`src/design/hcs_pkg.sv`:
```
package hcs_pkg;

    localparam int unsigned PixW = 8;
    localparam int unsigned QueueDepth = 4;
    localparam logic [PixW-1:0] FullScale = 8'd255;

    typedef enum logic {
        OP_LOAD = 1'b0,
        OP_MAP  = 1'b1
    } op_t;

    typedef struct packed {
        logic            is_map;
        logic            first;
        logic            selected;
        logic [PixW-1:0] blue;
        logic [PixW-1:0] green;
        logic [PixW-1:0] red;
        logic [PixW-1:0] alpha;
    } cmd_t;

    typedef struct packed {
        logic [PixW-1:0] blue;
        logic [PixW-1:0] green;
        logic [PixW-1:0] red;
        logic [PixW-1:0] alpha;
    } pix_t;

endpackage

```
`src/design/hcs_queue.sv`:
```
module hcs_queue
    import hcs_pkg::*;
#(
    parameter int unsigned DEPTH = QueueDepth,
    parameter int unsigned WIDTH = $bits(cmd_t)
)
(
    input  logic             clk,
    input  logic             rst_n,
    input  logic             wr,
    input  logic [WIDTH-1:0] wdata,
    output logic             full,
    input  logic             rd,
    output logic [WIDTH-1:0] rdata,
    output logic             empty
);
    localparam int unsigned AW = (DEPTH > 1) ? $clog2(DEPTH) : 1;

    logic [WIDTH-1:0] mem_reg [DEPTH];
    logic [AW-1:0]    wp_reg, rp_reg;
    logic [AW:0]      cnt_reg;
    logic             do_wr, do_rd;

    assign full  = (cnt_reg == AW'(0) + (AW+1)'(DEPTH));
    assign empty = (cnt_reg == '0);
    assign do_wr = wr && !full;
    assign do_rd = rd && !empty;
    assign rdata = mem_reg[rp_reg];

    always_ff @(posedge clk)
    begin
        if (do_wr)
        begin
            mem_reg[wp_reg] <= wdata;
        end
    end

    always_ff @(posedge clk or negedge rst_n)
    begin
        if (!rst_n)
        begin
            wp_reg  <= '0;
            rp_reg  <= '0;
            cnt_reg <= '0;
        end
        else
        begin
            if (do_wr)
            begin
                wp_reg <= (wp_reg == AW'(DEPTH-1)) ? '0 : wp_reg + 1'b1;
            end
            if (do_rd)
            begin
                rp_reg <= (rp_reg == AW'(DEPTH-1)) ? '0 : rp_reg + 1'b1;
            end
            cnt_reg <= cnt_reg + (AW+1)'(do_wr) - (AW+1)'(do_rd);
        end
    end
endmodule

```
`src/design/hcs_back.sv`:
```
module hcs_back
    import hcs_pkg::*;
(
    input  logic clk,
    input  logic rst_n,
    input  logic cmd_valid,
    input  cmd_t cmd,
    output logic cmd_take,
    output logic res_valid,
    output pix_t res,
    input  logic res_take
);
    typedef enum logic [1:0] {M_PASS, M_ZERO, M_FULL, M_DIV} mode_t;

    // per channel: 0 blue, 1 green, 2 red
    logic [PixW-1:0] lo_reg [3];
    logic [PixW-1:0] hi_reg [3];
    logic [PixW-1:0] v_in [3];
    logic [PixW-1:0] num [3];
    logic [PixW-1:0] span [3];
    logic [PixW-1:0] pass [3];
    logic [PixW-1:0] q [3];
    mode_t           mode [3];

    // divider stage state
    typedef enum logic [1:0] {S_IDLE, S_DIV, S_OUT} st_t;
    st_t st_reg;
    logic [3:0]        step_reg;
    logic [15:0]       rem_reg [3];
    logic [PixW-1:0]   den_reg [3];
    logic [PixW-1:0]   quo_reg [3];
    mode_t             mode_reg [3];
    logic [PixW-1:0]   val_reg [3];
    logic [PixW-1:0]   alpha_reg;
    pix_t              res_reg;
    logic              res_valid_reg;

    assign v_in[0] = cmd.blue;
    assign v_in[1] = cmd.green;
    assign v_in[2] = cmd.red;

    always_comb
    begin
        for (int c = 0; c < 3; c++)
        begin
            num[c]  = v_in[c] - lo_reg[c];
            span[c] = hi_reg[c] - lo_reg[c];
            pass[c] = v_in[c];
            if (!cmd.selected || hi_reg[c] <= lo_reg[c]) mode[c] = M_PASS;
            else if (v_in[c] <= lo_reg[c])               mode[c] = M_ZERO;
            else if (v_in[c] >= hi_reg[c])               mode[c] = M_FULL;
            else                                         mode[c] = M_DIV;
            case (mode_reg[c])
                M_PASS:  q[c] = val_reg[c];
                M_ZERO:  q[c] = '0;
                M_FULL:  q[c] = FullScale;
                default: q[c] = quo_reg[c];
            endcase
        end
    end

    // loads retire at once; maps need an empty output slot
    assign cmd_take = cmd_valid && (st_reg == S_IDLE) &&
                      (!cmd.is_map || !res_valid_reg || res_take);
    assign res_valid = res_valid_reg;
    assign res = res_reg;

    always_ff @(posedge clk or negedge rst_n)
    begin
        if (!rst_n)
        begin
            st_reg        <= S_IDLE;
            step_reg      <= '0;
            res_valid_reg <= 1'b0;
            for (int c = 0; c < 3; c++)
            begin
                lo_reg[c] <= 8'd255;
                hi_reg[c] <= 8'd0;
            end
        end
        else
        begin
            if (res_take && res_valid_reg) res_valid_reg <= 1'b0;
            case (st_reg)
                S_IDLE:
                begin
                    if (cmd_take && !cmd.is_map)
                    begin
                        for (int c = 0; c < 3; c++)
                        begin
                            if (cmd.first || v_in[c] < lo_reg[c]) lo_reg[c] <= v_in[c];
                            if (cmd.first || v_in[c] > hi_reg[c]) hi_reg[c] <= v_in[c];
                        end
                    end
                    else if (cmd_take)
                    begin
                        for (int c = 0; c < 3; c++)
                        begin
                            rem_reg[c]  <= {num[c], 8'd0} - {8'd0, num[c]};
                            den_reg[c]  <= span[c];
                            quo_reg[c]  <= '0;
                            mode_reg[c] <= mode[c];
                            val_reg[c]  <= pass[c];
                        end
                        alpha_reg <= cmd.alpha;
                        step_reg  <= '0;
                        st_reg    <= S_DIV;
                    end
                end
                S_DIV:
                begin
                    // restoring division, one quotient bit per cycle
                    for (int c = 0; c < 3; c++)
                    begin
                        if (rem_reg[c] >= ({8'd0, den_reg[c]} << (3'd7 - step_reg[2:0])))
                        begin
                            rem_reg[c] <= rem_reg[c] -
                                ({8'd0, den_reg[c]} << (3'd7 - step_reg[2:0]));
                            quo_reg[c][3'd7 - step_reg[2:0]] <= 1'b1;
                        end
                    end
                    step_reg <= step_reg + 1'b1;
                    if (step_reg == 4'd7) st_reg <= S_OUT;
                end
                S_OUT:
                begin
                    res_reg.blue  <= q[0];
                    res_reg.green <= q[1];
                    res_reg.red   <= q[2];
                    res_reg.alpha <= alpha_reg;
                    res_valid_reg <= 1'b1;
                    st_reg        <= S_IDLE;
                end
                default: st_reg <= S_IDLE;
            endcase
        end
    end
endmodule

```
`src/design/histogram_contrast_stretch_unit.sv`:
```
// Min/max contrast stretch. Load items (operation=0) update per-channel
// bounds and give no result; first=1 restarts the bounds.
// Map items (operation=1) give one result each: selected channels become
// floor((v-min)*255/(max-min)), others pass unchanged, as do flat or
// unloaded channels. A four-entry item queue fronts the back end, so push
// sees full only when it fills. In the back end a map item passes entry,
// the per-channel bit-serial dividers (8 quotient bits, one per cycle)
// and an output step; the back end takes no new item until that is done.
module histogram_contrast_stretch_unit
    import hcs_pkg::*;
#(
    parameter int unsigned QUEUE_DEPTH = QueueDepth
)
(
    input  logic            clk,
    input  logic            rst_n,
    input  logic            push,
    output logic            full,
    input  logic            operation,
    input  logic            first,
    input  logic            selected,
    input  logic [PixW-1:0] blue_in,
    input  logic [PixW-1:0] green_in,
    input  logic [PixW-1:0] red_in,
    input  logic [PixW-1:0] alpha_in,
    output logic            empty,
    input  logic            pop,
    output logic [PixW-1:0] blue_out,
    output logic [PixW-1:0] green_out,
    output logic [PixW-1:0] red_out,
    output logic [PixW-1:0] alpha_out
);
    cmd_t in_cmd, q_cmd;
    logic q_empty, q_take, res_valid;
    pix_t res;

    // front: classify the item
    always_comb
    begin
        in_cmd.is_map   = (op_t'(operation) == OP_MAP);
        in_cmd.first    = first;
        in_cmd.selected = selected;
        in_cmd.blue     = blue_in;
        in_cmd.green    = green_in;
        in_cmd.red      = red_in;
        in_cmd.alpha    = alpha_in;
    end

    hcs_queue #(.DEPTH(QUEUE_DEPTH), .WIDTH($bits(cmd_t))) u_queue (
        .clk(clk), .rst_n(rst_n),
        .wr(push), .wdata(in_cmd), .full(full),
        .rd(q_take), .rdata(q_cmd), .empty(q_empty)
    );

    hcs_back u_back (
        .clk(clk), .rst_n(rst_n),
        .cmd_valid(!q_empty), .cmd(q_cmd), .cmd_take(q_take),
        .res_valid(res_valid), .res(res), .res_take(pop)
    );

    assign empty     = !res_valid;
    assign blue_out  = res.blue;
    assign green_out = res.green;
    assign red_out   = res.red;
    assign alpha_out = res.alpha;
endmodule

```
`config.mk`:
```
export PLATFORM = sky130hd
export DESIGN_NAME = histogram_contrast_stretch_unit
export DESIGN_NICKNAME = d
export VERILOG_FILES = /design/src/design/hcs_pkg.sv /design/src/design/hcs_queue.sv /design/src/design/hcs_back.sv /design/src/design/histogram_contrast_stretch_unit.sv
export SDC_FILE = /design/constraint.sdc
export NUM_CORES = 1
export LEC_CHECK = 0
export BUFFER_PORTS_ARGS = -buffer_cell sky130_fd_sc_hd__buf_4
export CORE_ASPECT_RATIO = 0.6
export CORE_MARGIN = 8
export CORE_UTILIZATION = 60
export DETAILED_ROUTE_END_ITERATION = 8
export GPL_TIMING_DRIVEN = 0
export PLACE_DENSITY = 0.78
export REMOVE_ABC_BUFFERS = 1
export SLEW_MARGIN = 20
export SYNTH_ARGS = -nofsm -noshare
export SYNTH_HDL_FRONTEND = slang
export SYNTH_HIERARCHICAL = 1
export SYNTH_SLANG_ARGS = --single-unit
```
`constraint.sdc`:
```
create_clock -name clk -period 7.15 [get_ports clk]
set_input_delay 1.43 -clock clk [delete_from_list [all_inputs] [get_ports clk]]
set_output_delay 1.43 -clock clk [all_outputs]
set_load 0.03 [all_outputs]
```
; Yosys cells after proc, flatten, opt, wreduce, memory -nomap -nowiden
; Memories as Yosys holds them, arrays and structs flattened.
; Index checks and enable logic that the tools add are counted.
[totals]
out_inout_bits = 34
ramBits = 266
mem_count = 6
wordCells = 221
ff_bits = 102
input_bits = 39
rom_bits = 0
latch_bits = 0
[classes]
n_mux = 70
eq_ne = 15
n_bitwise = 28
n_addsub = 18
n_mul = 0
magnitude_cmp = 20
reduce_logical = 44
shifts = 3
div_mod_pow = 0
[memory_table]
columns = name, depth, word_bits, rd, rd_clocked_by_memory_dff, wr, line
row1 = u_queue.mem_reg, 4, 35, 1, 0, 1, hcs_queue.sv:19  ; logic [WIDTH-1:0] mem_reg [DEPTH];
row2 = u_back.rem_reg, 3, 16, 3, 0, 3, hcs_back.sv:29  ; logic [15:0] rem_reg [3];
row3 = u_back.den_reg, 3, 8, 3, 0, 3, hcs_back.sv:30  ; logic [PixW-1:0] den_reg [3];
row4 = u_back.quo_reg, 3, 8, 3, 0, 3, hcs_back.sv:31  ; logic [PixW-1:0] quo_reg [3];
row5 = u_back.val_reg, 3, 8, 3, 0, 3, hcs_back.sv:33  ; logic [PixW-1:0] val_reg [3];
row6 = u_back.mode_reg, 3, 2, 3, 0, 3, hcs_back.sv:32  ; mode_t mode_reg [3];
[ops]
columns = operator, n
row1 = 8-bit case mux with 3 select lines, 3
row2 = 16-bit >= comparator, 3
row3 = 8-bit <= comparator, 6
row4 = 16-bit 2-to-1 mux, 3
row5 = 8-bit by 3-bit << shifter with 16-bit output, 3
row6 = 16-bit subtractor, 3
row7 = 16-bit by 8-bit subtractor with 16-bit output, 3
row8 = 8-bit subtractor, 6
row9 = 1-bit 2-to-1 mux, 45
row10 = 1-bit OR, 27
row11 = 8-bit >= comparator, 3
row12 = 8-bit > comparator, 3
row13 = 8-bit less-than comparator, 3
row14 = 8-bit 2-to-1 mux, 3
row15 = 3-bit AND reduction, 8
row16 = 2-bit 2-to-1 mux, 11
row17 = "2-bit equality test, second input constant", 6
row18 = 1-bit logical AND, 11
row19 = 1-bit logical OR, 11
row20 = "2-bit by 1-bit equality test with 1-bit output, second input constant", 4
row21 = 2-bit logical NOT, 4
row22 = 4-bit 2-to-1 mux, 2
row23 = 4-bit case mux with 2 select lines, 1
row24 = 1-bit logical NOT, 5
row25 = 18 further kinds, 21

; Longest topological paths before layout
; An unclocked memory read counts as a cell.
[logic_depth]
ltp_word = 11
depth_mapped = 19
ltp_nobuf = 15

; Modules after synthesis
; The synthesis kept the hierarchy.
[modules_own_cells]
columns = mod, area_each_um2, n_inst, seq_area_each_um2, cells_per_inst
row1 = hcs_back, 14796.7, 1, 6391.1, 1447
row2 = hcs_queue, 5530.3, 1, 4379.2, 227
row3 = histogram_contrast_stretch_unit, 7.5, 1, 0.0, 2

; Worst setup path before layout
; Ideal clock, no wire load.
[synth_timing]
path_type = input-to-reg
start = input port rst_n
end = register u_back.res_reg (netlist bit u_back/res[0]), enable pin
setup_slack_ns = 2.882
required_ns = 6.682
arrival_ns = 3.800
path_buffers = 0
path_stages = 1
setup_ns = 0.468
cell_sequence = nor3b_1
[synth_between]
elab_chain_len = 1
[synth_lines]
columns = item, line
row1 = start: declaration, histogram_contrast_stretch_unit.sv:16  ; input logic rst_n,
row2 = 2-bit AND reduction (no source line), n/a
row3 = end: declaration, hcs_back.sv:35  ; pix_t res_reg;
; Every way passes these cells.
; A chain may end at the register's enable or synchronous reset.

==> results <==
- In the final layout, the share of cells above drive strength 1 is 16.70%.
- The chip width is 253.7 microns.
- The layer flagged by global routing as most heavily used is met2.
- After clock tree synthesis, the clock-pin slew on the worst setup and hold paths is 0.07 ns.
- The startpoint of the lowest-slack register-to-register path is u_back/step_reg[0]$_DFFE_PN0P_.
- The clock insertion delay at the later pin of the skew report is 0.53 ns.
- Once detail routing completed, the nets flagged for antenna violations numbered 0.
- The core region is 33570 sq um.
- In this run, the number of DRC markers left after iteration 0 of detailed routing was 1248.
- Dividing the detail-routed via count by the number of cells gives 6.159.
- The register bit total from synthesis is 368.
- The number of warnings printed during yosys synthesis is 6.
- The total of endpoints with negative setup slack in the final report is 0.
- The number of maximum-capacitance violations is 0.
- The fill cell total of the finished layout is 2443.
- The cell depth of the worst setup path is 16.
- The critical path class is register to register.
- Walking the worst path, the cells encountered are inv_1 -> nor2_1 -> nand2_1 -> o21ai_0 -> nand2_1 -> ha_1 -> and3_1 -> and3_1 -> and3_1 -> o41ai_2 -> a31o_2 -> o21ai_1 -> nor2b_4 -> buf_16 -> inv_4 -> mux2_4.
- For this run, the leading register cell type out of synthesis is sky130_fd_sc_hd__edfxtp_1.
- In this run the cell area of the synthesized design comes to 20330 sq um.
- The number of enable-type register cells in the synthesized netlist is 306.
- The count of endpoints failing hold in the final timing report is 0.
- Sequential cells were found to cover 52.97% of the synthesized design area.
- The setup slack after placement is 0.9522 ns.
- The worst max-slew margin expressed relative to the limit is 29.06%.
- The data arrival time of the worst path is 6.15 ns.
- The maximum cell stage delay along the critical path is 0.80 ns.
- The clock tree from TritonCTS is yes.
- For this run, asynchronously set or reset flops after synthesis account for 16.85%.
- The total DRC errors in the routed layout is 0.
- The first global-routing pass estimated 74970 microns of wire.
- The fraction of met1 tracks used by global routing is 34.57%.
- The run finished with clean final reports.
- The number of diodes is 0.
- The via count of the first global-routing pass is 13.54k.
- The floorplan step defined a die boundary enclosing 40230 sq um.
- Entering global routing, the biggest net connects 66 pins.
- At the end of routability-driven placement, the weighted congestion stood at 0.8860.
- The family with the most delay on the worst path is simple AND/OR/NAND/NOR gates.
- The total of cells resized after clock tree synthesis is 0.
- The area growth from synthesis to layout is 10.43%.
- Buffers inserted to repair hold after CTS numbered 0.
- Static timing analysis puts the maximum clock frequency at 170.2 MHz.
- The total overflow left after global routing is 0.
- Among all stages on the critical path, the largest delay is contributed by sky130_fd_sc_hd__dfrtp_2.
- After clock tree synthesis, the setup repair step added 0 buffers.
- The number of buffer and inverter instances along the worst setup path is 3.
- The setup clock skew after layout is 0.01989 ns.
- The post-route fraction of the period consumed by the critical path is 82.16%.
- The CTS buffer count is 35.
- The number of nets at the end of the flow is 1925.
- The largest area contributor in the synthesized netlist is sky130_fd_sc_hd__edfxtp_1.
- After floorplanning, the core was divided into 52 placement rows.
- The critical path ends at u_back/rem_reg[0][29]$_DFFE_PP_.
- Measured in cells, the most critical reg-to-reg path has a length of 16.
- The share of Yosys cell area claimed by the top area cell type is 45.19%.
- In this run the deepest clock path goes through 3 buffers.
- At the pin with the least slew margin, the transition time is 1.062 ns.
- In this run the worst path has a maximum fanout of 47.
- Detailed routing inserted a total of 13.74k vias.
- In this run the worst setup path begins at u_back/step_reg[0]$_DFFE_PN0P_.
- The routed design has 48310 microns of wire.
- By instance count, the cell type seen most on the critical path is sky130_fd_sc_hd__and3_1.
- After synthesis, the cell types taking the most area are sky130_fd_sc_hd__edfxtp_1, sky130_fd_sc_hd__ha_1, sky130_fd_sc_hd__dfrtp_1, sky130_fd_sc_hd__mux4_2, sky130_fd_sc_hd__mux2_2.
- The global-route total usage across every layer is 23.93%.
- The post-layout minimum cycle time is 5.874 ns.
- Counting distinct cell types in the post-synthesis netlist gives 80.
- In the global route stage, met2 resource usage came out at 37.51%.
- The critical register-to-register path endpoint is u_back/rem_reg[0][29]$_DFFE_PP_.
- Synthesis produced a netlist whose cell count is 1676.
- The number of max-slew violations in the final report is 0.
- The worst setup path is launched from a register.
- Setup repair after global routing left no endpoint under its margin.
- The initial antenna violation count is 0.
- The reg-to-reg setup timing slack is 1.28 ns.
- STA puts the critical path data required time at 7.43 ns.
- The worst setup path is captured at a register.
- The starting density of the core is 60.57%.
- The H-tree was split into 2 levels.
- The tree is rooted in a sky130_fd_sc_hd__clkbuf_16.
- The area of all sequential standard cells is 10780 sq um.
- The register with the most flip-flops in the layout has 140 of them.
- During placement, the flow inserted port buffers numbering 72.
- The I/O pin count is 73.
- The wire length per cell after detailed routing is 21.65 microns.
- The total number of clock tree sinks is 368.
- The HPWL reported at the end of detailed placement is 34250 microns.
- The total area of multi-input combinational cells is 8836 sq um.
- From bottom edge to top edge, the die measures 158.6 microns.
- The path class of the tightest hold or removal check is register to register.
- The mean post-synth cell area is 12.13 sq um.
- The total iterations of the first detailed-routing run is 5.
- In the post-route analysis, the smallest setup slack over all paths is 1.276 ns.
- The met3 usage in global routing is 5.412%.
==> per-stage QoR <==
| stage | instance area (sq um) | instances | setup TNS (ns) | util, % | hold slack, ns |
|---|---|---|---|---|---|
| floorplan | 20090 | 1629 | 0 | - | 0.4003 |
| global placement | 21210 | 2160 | -0.6815 | 63.17 | 0.4017 |
| detailed placement | 21340 | 2167 | 0 | 63.55 | 0.4081 |
| CTS | 22450 | 2231 | 0 | 66.88 | 0.4137 |
| global route | 22460 | 2231 | 0 | 66.89 | 0.4266 |
| finish | 22460 | 2231 | 0 | 66.89 | 0.4159 |
==> worst min path at each step <==
stage                                         end  slack, ns  depth (start not counted)                          start
after floorplan           u_back/res[0]$_DFFE_PP_       0.40                          0  u_back/alpha_reg[0]$_DFFE_PP_
after global placement    u_back/res[4]$_DFFE_PP_       0.40                          0  u_back/alpha_reg[4]$_DFFE_PP_
after detailed placement  u_back/res[1]$_DFFE_PP_       0.41                          0  u_back/alpha_reg[1]$_DFFE_PP_
after CTS                 u_back/res[7]$_DFFE_PP_       0.41                          0  u_back/alpha_reg[7]$_DFFE_PP_
after global routing      u_back/res[7]$_DFFE_PP_       0.43                          0  u_back/alpha_reg[7]$_DFFE_PP_
final                     u_back/res[7]$_DFFE_PP_       0.42                          0  u_back/alpha_reg[7]$_DFFE_PP_
==> logic make-up (layout without fill, tap and decap cells) <==
logic type | count (synthesis) | count (layout) | share of synthesized area (%)
buffers and inverters | 179 | 275 | 3.630
AOI/OAI and AO/OA | 366 | 366 | 11.07
adders and majority gates | 141 | 141 | 9.045
DFF | 368 | 368 | 52.97
and+or+nand+nor | 385 | 385 | 9.494
xor gates and xnor gates | 78 | 78 | 3.360
muxes | 159 | 159 | 10.44
==> cells in the mapped netlist, drive strengths merged, types with 3 or more instances <==
master / n
a31oi: 15
a21boi: 14
o31a: 5
o31ai: 5
o2111ai: 3
mux2: 65
xor2: 34
a211oi: 8
xnor2: 44
nor3b: 3
o21a: 20
nand3: 15
ha: 131
edfxtp: 306
clkbuf: 24
a32oi: 3
or2: 10
nand4: 29
nand2: 110
dfrtp: 38
nor3: 22
nor2b: 31
mux2i: 59
buf: 23
a211o: 4
or3: 6
fa: 10
o21bai: 4
nor4: 4
nand2b: 25
a2bb2oi: 3
a311oi: 3
a21o: 20
nor2: 93
mux4: 35
a21oi: 117
o221ai: 4
and3: 14
dfstp: 24
and2: 14
inv: 131
a31o: 4
o21ai: 123
==> final cells by class <==
class                           count  share of cell area, %
Multi-Input combinational cell   1129                  39.35
Clock inverter                     14                 0.4068
Clock buffer                       50                  4.569
Sequential cell                   368                  48.00
Tap cell                          459                  2.558
Inverter                          132                  2.218
Timing Repair Buffer               79                  2.897
==> placed cells by master, fill, tap and decap left out, types with 6 or more instances in the layout <==
master | synthesis | routed
sky130_fd_sc_hd__nand2b_1 | 25 | 25
sky130_fd_sc_hd__a31oi_1 | 15 | 15
sky130_fd_sc_hd__edfxtp_1 | 306 | 306
sky130_fd_sc_hd__nor2_1 | 93 | 93
sky130_fd_sc_hd__nand2_1 | 110 | 110
sky130_fd_sc_hd__nor2b_1 | 29 | 29
sky130_fd_sc_hd__o21ai_0 | 115 | 115
sky130_fd_sc_hd__or2_2 | 10 | 10
sky130_fd_sc_hd__ha_1 | 131 | 131
sky130_fd_sc_hd__a21o_1 | 19 | 19
sky130_fd_sc_hd__mux4_2 | 35 | 35
sky130_fd_sc_hd__dfrtp_1 | 38 | 33
sky130_fd_sc_hd__nand4_1 | 29 | 29
sky130_fd_sc_hd__and2_1 | 13 | 13
sky130_fd_sc_hd__dfstp_2 | 24 | 24
sky130_fd_sc_hd__or3_1 | 6 | 6
sky130_fd_sc_hd__a211oi_1 | 7 | 7
sky130_fd_sc_hd__mux2i_1 | 59 | 59
sky130_fd_sc_hd__clkbuf_1 | 24 | 9
sky130_fd_sc_hd__fa_1 | 10 | 10
sky130_fd_sc_hd__xor2_1 | 34 | 34
sky130_fd_sc_hd__o21ai_1 | 6 | 6
sky130_fd_sc_hd__nor3_1 | 22 | 22
sky130_fd_sc_hd__mux2_2 | 62 | 62
sky130_fd_sc_hd__xnor2_1 | 44 | 44
sky130_fd_sc_hd__a21boi_0 | 13 | 13
sky130_fd_sc_hd__clkinv_2 | 0 | 7
sky130_fd_sc_hd__and3_1 | 10 | 10
sky130_fd_sc_hd__a21oi_1 | 115 | 115
sky130_fd_sc_hd__buf_4 | 2 | 75
sky130_fd_sc_hd__clkbuf_16 | 0 | 38
sky130_fd_sc_hd__o21a_1 | 20 | 20
sky130_fd_sc_hd__nand3_1 | 15 | 15
sky130_fd_sc_hd__inv_1 | 130 | 129
==> layer usage <==
metal / vias to the layer above / wire length (microns)
li1: 6331 / -
met1: 6756 / 21530
met2: 606 / 21630
met3: 47 / 4604
met4: 0 / 549
met5: - / 0
Power is not shown: default switching activity piles up to over one toggle a cycle in this logic, so the estimate is an artifact.
